$ cat src/hdl/triangle_unit_normal_unit_macros.svh
// Assertion macros used by the top-level RTL file, triangle_unit_normal_unit.sv.
`ifndef TRIANGLE_UNIT_NORMAL_UNIT_MACROS_SVH
`define TRIANGLE_UNIT_NORMAL_UNIT_MACROS_SVH
`ifndef SYNTHESIS
`define TUN_ASSERT(label, clk, rst, prop, msg) \
   label: assert property (@(posedge clk) disable iff (rst) (prop)) else $error(msg);
`define TUN_ASSERT_NEXT(label, clk, rst, pre, post, msg) \
   label: assert property (@(posedge clk) disable iff (rst) (pre) |=> (post)) else $error(msg);
`else
`define TUN_ASSERT(label, clk, rst, prop, msg)
`define TUN_ASSERT_NEXT(label, clk, rst, pre, post, msg)
`endif
`endif

$ cat src/hdl/tun_pkg.sv
`timescale 1ns / 1ps
`default_nettype none
package tun_pkg;
   localparam int COORD_BITS_DEFAULT = 16;
   localparam int OUT_BITS = 16;
   localparam int NORM_BITS = 31;
   localparam int Q_ONE = 16384;
   localparam int LEN_BITS = 33;      // isqrt of 3*(2^31)^2 fits 33 bits
   localparam int QUO_BITS = 16;      // quotient capped at 16384, needs 15 bits
endpackage
`default_nettype wire

$ cat src/hdl/tun_divide.sv
`timescale 1ns / 1ps
`default_nettype none
// Pipelined restoring divider for round(m*16384/L), one quotient bit per stage.
module tun_divide
   import tun_pkg::*;
#(
   parameter int SIDE_BITS = 8
) (
   input  wire logic                  clock,
   input  wire logic                  reset,
   input  wire logic                  advance,
   input  wire logic                  in_valid,
   input  wire logic [NORM_BITS-1:0]  in_mag,
   input  wire logic [LEN_BITS-1:0]   in_len,
   input  wire logic [SIDE_BITS-1:0]  in_side,
   output logic                       out_valid,
   output logic [QUO_BITS-1:0]        out_quo,
   output logic [SIDE_BITS-1:0]       out_side
);
   // numerator 2*m*2^14 + L over 2L; m <= L*sqrt-ish so quotient < 2^16
   localparam int NB = NORM_BITS + 16;
   localparam int DB = LEN_BITS + 1;
   localparam int S  = QUO_BITS;
   logic [S:0]            valid_ff;
   logic [NB+DB-1:0]      rem_ff  [S+1];
   logic [DB-1:0]         den_ff  [S+1];
   logic [S-1:0]          quo_ff  [S+1];
   logic [SIDE_BITS-1:0]  side_ff [S+1];

   always_ff @(posedge clock) begin
      if (reset) begin
         valid_ff <= '0;
      end else if (advance) begin
         valid_ff <= {valid_ff[S-1:0], in_valid};
      end
   end

   always_ff @(posedge clock) begin
      if (advance) begin
         rem_ff[0]  <= {{(DB+1){1'b0}}, in_mag, 15'd0} + {{(NB){1'b0}}, 1'b0, in_len};
         den_ff[0]  <= {in_len, 1'b0};
         quo_ff[0]  <= '0;
         side_ff[0] <= in_side;
      end
   end

   for (genvar k = 0; k < S; k++) begin : g_step
      logic [NB+DB-1:0] d_sh;
      assign d_sh = {{NB{1'b0}}, den_ff[k]} << (S-1-k);
      always_ff @(posedge clock) begin
         if (advance) begin
            den_ff[k+1]  <= den_ff[k];
            side_ff[k+1] <= side_ff[k];
            if (rem_ff[k] >= d_sh) begin
               rem_ff[k+1] <= rem_ff[k] - d_sh;
               quo_ff[k+1] <= quo_ff[k] | (S'(1) << (S-1-k));
            end else begin
               rem_ff[k+1] <= rem_ff[k];
               quo_ff[k+1] <= quo_ff[k];
            end
         end
      end
   end

   assign out_valid = valid_ff[S];
   assign out_quo   = quo_ff[S];
   assign out_side  = side_ff[S];
endmodule
`default_nettype wire
$ cat config.mk
export PLATFORM = sky130hd
export DESIGN_NAME = tun_divide
export DESIGN_NICKNAME = d
export VERILOG_FILES = /design/src/hdl/triangle_unit_normal_unit_macros.svh /design/src/hdl/tun_pkg.sv /design/src/hdl/tun_divide.sv
export SDC_FILE = /design/constraint.sdc
export NUM_CORES = 2
export LEC_CHECK = 0
export BUFFER_PORTS_ARGS = -buffer_cell sky130_fd_sc_hd__buf_4
export CORE_MARGIN = 2
export CORE_UTILIZATION = 35
export DETAILED_ROUTE_END_ITERATION = 6
export PLACE_DENSITY = 0.57
export SLEW_MARGIN = 5
export SYNTH_ARGS = -nofsm -noshare
export SYNTH_HDL_FRONTEND = slang
export SYNTH_SLANG_ARGS = --single-unit
$ cat constraint.sdc
create_clock -name clock -period 5.1 [get_ports clock]
set_input_delay 1.02 -clock clock [delete_from_list [all_inputs] [get_ports clock]]
set_output_delay 1.02 -clock clock [all_outputs]
set_load 0.01 [all_outputs]
* Word level (Yosys, flattened, before mapping)
Memory sizes are Yosys's and may differ from the RTL's.
Index checks and enable logic that the tools add are counted.
** Cells by class
- $add $sub $neg :: 17
- Order comparisons :: 16
- Muxes and demuxes :: 130
- Bitwise logic cells :: 32
** Operators by type and width (count)
- $mux W81 :: 16
- $mux W16 :: 16
- $mux W1 :: 98
- $ge A81 B34 Y1 :: 1
- $ge A81 B35 Y1 :: 1
- $ge A81 B36 Y1 :: 1
- $ge A81 B37 Y1 :: 1
- $ge A81 B38 Y1 :: 1
- $ge A81 B39 Y1 :: 1
- $ge A81 B40 Y1 :: 1
- $ge A81 B41 Y1 :: 1
- $ge A81 B42 Y1 :: 1
- $ge A81 B43 Y1 :: 1
- $ge A81 B44 Y1 :: 1
- $ge A81 B45 Y1 :: 1
- $ge A81 B46 Y1 :: 1
- $ge A81 B47 Y1 :: 1
- $ge A81 B48 Y1 :: 1
- $ge A81 B49 Y1 :: 1
- $sub A81 B34 Y81 :: 1
- $sub A81 B35 Y81 :: 1
- $sub A81 B36 Y81 :: 1
- $sub A81 B37 Y81 :: 1
- $sub A81 B38 Y81 :: 1
- 13 further kinds :: 44
** Storage, ports and cells
- Flip-flop bits (word level) :: 17
- Memory bits (writable) :: 2363
- Input bits :: 76
- Logic and storage cells :: 200
- Memories :: 4
** Memories
- rem_ff :: depth 17, width 81, read ports 16, clocked after Yosys merged registers in 0, write ports 17, RTL line tun_divide.sv:25 : logic [NB+DB-1:0] rem_ff [S+1];
- den_ff :: depth 17, width 34, read ports 16, clocked after Yosys merged registers in 0, write ports 17, RTL line tun_divide.sv:26 : logic [DB-1:0] den_ff [S+1];
- quo_ff :: depth 17, width 16, read ports 17, clocked after Yosys merged registers in 0, write ports 17, RTL line tun_divide.sv:27 : logic [S-1:0] quo_ff [S+1];
- side_ff :: depth 17, width 8, read ports 17, clocked after Yosys merged registers in 0, write ports 17, RTL line tun_divide.sv:28 : logic [SIDE_BITS-1:0] side_ff [S+1];

* Depth between registers and ports, before layout
An unclocked memory read counts as a cell.
- Depth after elaboration :: 6
- Mapped depth :: 16

* Worst setup path after synthesis
No wires, ideal clock.
- Path kind :: in2reg
- From :: input port advance
- To :: memory quo_ff[11][10] (netlist name) (enable)
- Setup time :: 0.483 ns
- Data arrival time :: 4.079 ns
- Setup slack :: 0.538 ns
- Stages on the path :: 3
- Path buffers :: 3
- Cell sequence :: clkbuf_1 > clkbuf_1 > clkbuf_1
** RTL lines
- start, declared :: RTL line tun_divide.sv:11 : input wire logic advance,
- end, declared :: RTL line tun_divide.sv:27

==> impl_metrics.toml <==
[status]
status = "finished, violations left"
violations = "design-rule violations"

[finish]
finalInstanceArea_um2 = 127200
area_growth_pct = 12.89
drive_above_1_share_pct = 7.833
fin_nets = 11040

[clock_network]
insertion_delay_ns = 0.92
cts_buffers = 238
root_buffer = "clkbuf_16"
cts_tree = "built"
clkSinkCount = 2064
hold_buffers = 0
postCtsSetupBuffers = 0
h-tree-depth = 4
clk_pin_slew_ns = 0.06
cts_max_path_buffers = 4
cts.repair.resized = 0

[die]
floorplan.initialDensity_pct = 35.13
dieArea_um2 = 326400
die_h_um = 571.3
ios = 101
placementRows = 208
die_w_um = 571.3
core_area_um2 = 320600

[global_routing]
track_usage_pct = 18.14
grt_antenna_before_repair = 1
gr-total-overflow = 0
grt_pass1_vias = 79610
grt_max_degree = 190
grt_first_pass_wirelength_mm = 460.7

[route]
drt_wl_total_mm = 301.4
avgRoutedWirePerCell_um = 20.22
drtPass1Iterations = 7
vias_per_cell = 5.199
antenna_left = 0
drc = 2
dr_total_vias = 77490
drt_iter0_drc = 4812

[synth]
synthTopCellsByArea = "edfxtp_1, ha_1, xor2_1"
synthFlopType = "edfxtp_1"
syn_area_per_cell_um2 = 11.07
ys_warn_count = 0
synth_top_area_share_pct = 54.57
syn_nets = 10820
ys_seq_area_share_pct = 54.87
synth_area_um2 = 112600
synth-edff-count = 2047
synthTopCellsByCount = "edfxtp_1, nand2_1, o21ai_0, inv_1, nor2_1"
synth-async-reset-ratio_pct = 0
syn_inst = 10180
yosys.area.top_type = "edfxtp_1"
synth-seq-cells = 2064
synth_most_common_cell = "edfxtp_1"
ys_types = 101

[setup_path]
worstSetupStartpointType = "register"
criticalPathCategory = "reg -> reg"
end_kind = "register"
cpMaxStageDelayCell = "a2111oi_1"
crit_path_max_incr_delay_ns = 0.93
worstPathRequired_ns = 5.72
crit_fanout = 7
crit_chain = "ha_1 > nand3_1 > or3_1 > o211a_1 > a2111oi_1 > a211o_1 > nor2_2 > or4_1 > or2_1 > o31ai_1 > o31ai_1"
arrival_ns = 5.47
worst_path_most_repeated_cell = "o31ai_1"

[sta]
final_max_slew_viol_count = 0
fin_crit_ns = 4.849
skew_ns = 0.04994
tightest_slew_ns = 1.171
postLayoutSetupSlackWorst_ns = 0.2510
setup_viol = 0
worst_hold_slack_ns = 0.2784
final-hold-violation-count = 0
slew_headroom_pct = 21.94
maxClockFrequency_mhz = 206.2
setup_tns_ns = 0
rsz0062_at_grt = "false"
period_share_pct = 95.08

[power_and_ir_drop]
comb_power_share_pct = 34.8
power.share.switching_pct = 35.13
switchingPower_mw = 22.50
sequentialPowerShare_pct = 39.0
report.power.total_mw = 64.04
leakagePower_nw = 47.04
power_density_nw_per_um2 = 503.6
p_int_mw = 41.54
peakVddDrop_v = 0.0003338
power_frac_clock_pct = 26.2

[hold_path]
hp-class = "in -> reg"

[place]
portBuffers = 100
gp_congestion = 1.001
pre_cts_ws_ns = 0.2801
placed_cell_area_um2 = 119500
hpwl_mm = 235.0

[run]
drv_cap = 0
area by class of cell:
cell class	count	area, um2
Clock buffer	288	6183
Multi-Input combinational cell	7090	47110
Fill cell	30330	193500
Antenna cell	3	7.507
Inverter	686	2575
Clock inverter	146	1505
Tap cell	4305	5386
Timing Repair Buffer	322	2587
Sequential cell	2064	61810
per-layer routing:
layer | up-vias | track usage (%) | wire length [um]
met2 | 2013 | 34.55 | 158200
met5 | - | 0 | 0
met1 | 36480 | 18.51 | 111000
met4 | 0 | 12.18 | 22950
met3 | 858 | 1.990 | 9200
li1 | 38140 | - | -
kinds of logic after synthesis:
family,synth area share [%]
AOI/OAI and AO/OA,12.36
muxes,0.6165
xor gates and xnor gates,7.605
buffers and inverters,3.460
DFF,54.87
adders and majority gates,6.338
and+or+nand+nor,14.75
power by group through the flow:
| stage | combinational (mW) | clock, mW | sequential [mW] |
|---|---|---|---|
| after floorplan | 16.0 | 0 | 24.3 |
| after global placement | 21.7 | 0 | 25.3 |
| after detailed placement | 22.0 | 0 | 25.3 |
| after CTS | 22.1 | 17.4 | 24.9 |
| after global routing | 24.6 | 18.0 | 25.3 |
| final | 22.3 | 16.8 | 25.0 |
metrics by stage:
step | utilization [%] | instances
6_report | 39.66 | 14900
5_1_grt | 39.66 | 14900
4_1_cts | 39.66 | 14900
3_5_place_dp | 37.26 | 14470
3_3_place_gp | 37.25 | 14470
2_1_floorplan | - | 10180
critical path, delay by kind of cell (launching register included):
family | cells | cell delay (ns)
flops | 1 | 0.41
fa+ha+maj | 1 | 0.42
simple gates | 5 | 1.70
compound gates | 5 | 2.02
registers in the layout, indices dropped and copies added, names as in the netlist:
name      flops
rem_ff     1262
quo_ff      136
valid_ff     17
side_ff     136
den_ff      513
layout by cell type, fill, tap and decap left out, types with 238 or more instances in the layout:
cell type  count
inv_1        686
a21oi_1      548
nand2_1      922
xnor2_1      446
buf_4        309
edfxtp_1    2047
o21ai_0      721
a21o_1       306
xor2_1       532
nor3_1       317
ha_1         545
clkbuf_16    238
nor2_1       579
worst paths after layout:
| check | from | endpoint | slack, ns | depth (start not counted) |
|---|---|---|---|---|
| max | rem_ff[11][12] | rem_ff[12][70] | 0.25 | 11 |
| min | in_len[15] | den_ff[0][16] | 0.28 | 1 |
| max reg2reg | rem_ff[11][12] | rem_ff[12][70] | 0.25 | 11 |
| min reg2reg | side_ff[0][29] | side_ff[0][37] | 0.39 | 0 |
No activity file was read; power rests on OpenSTA's default activity.
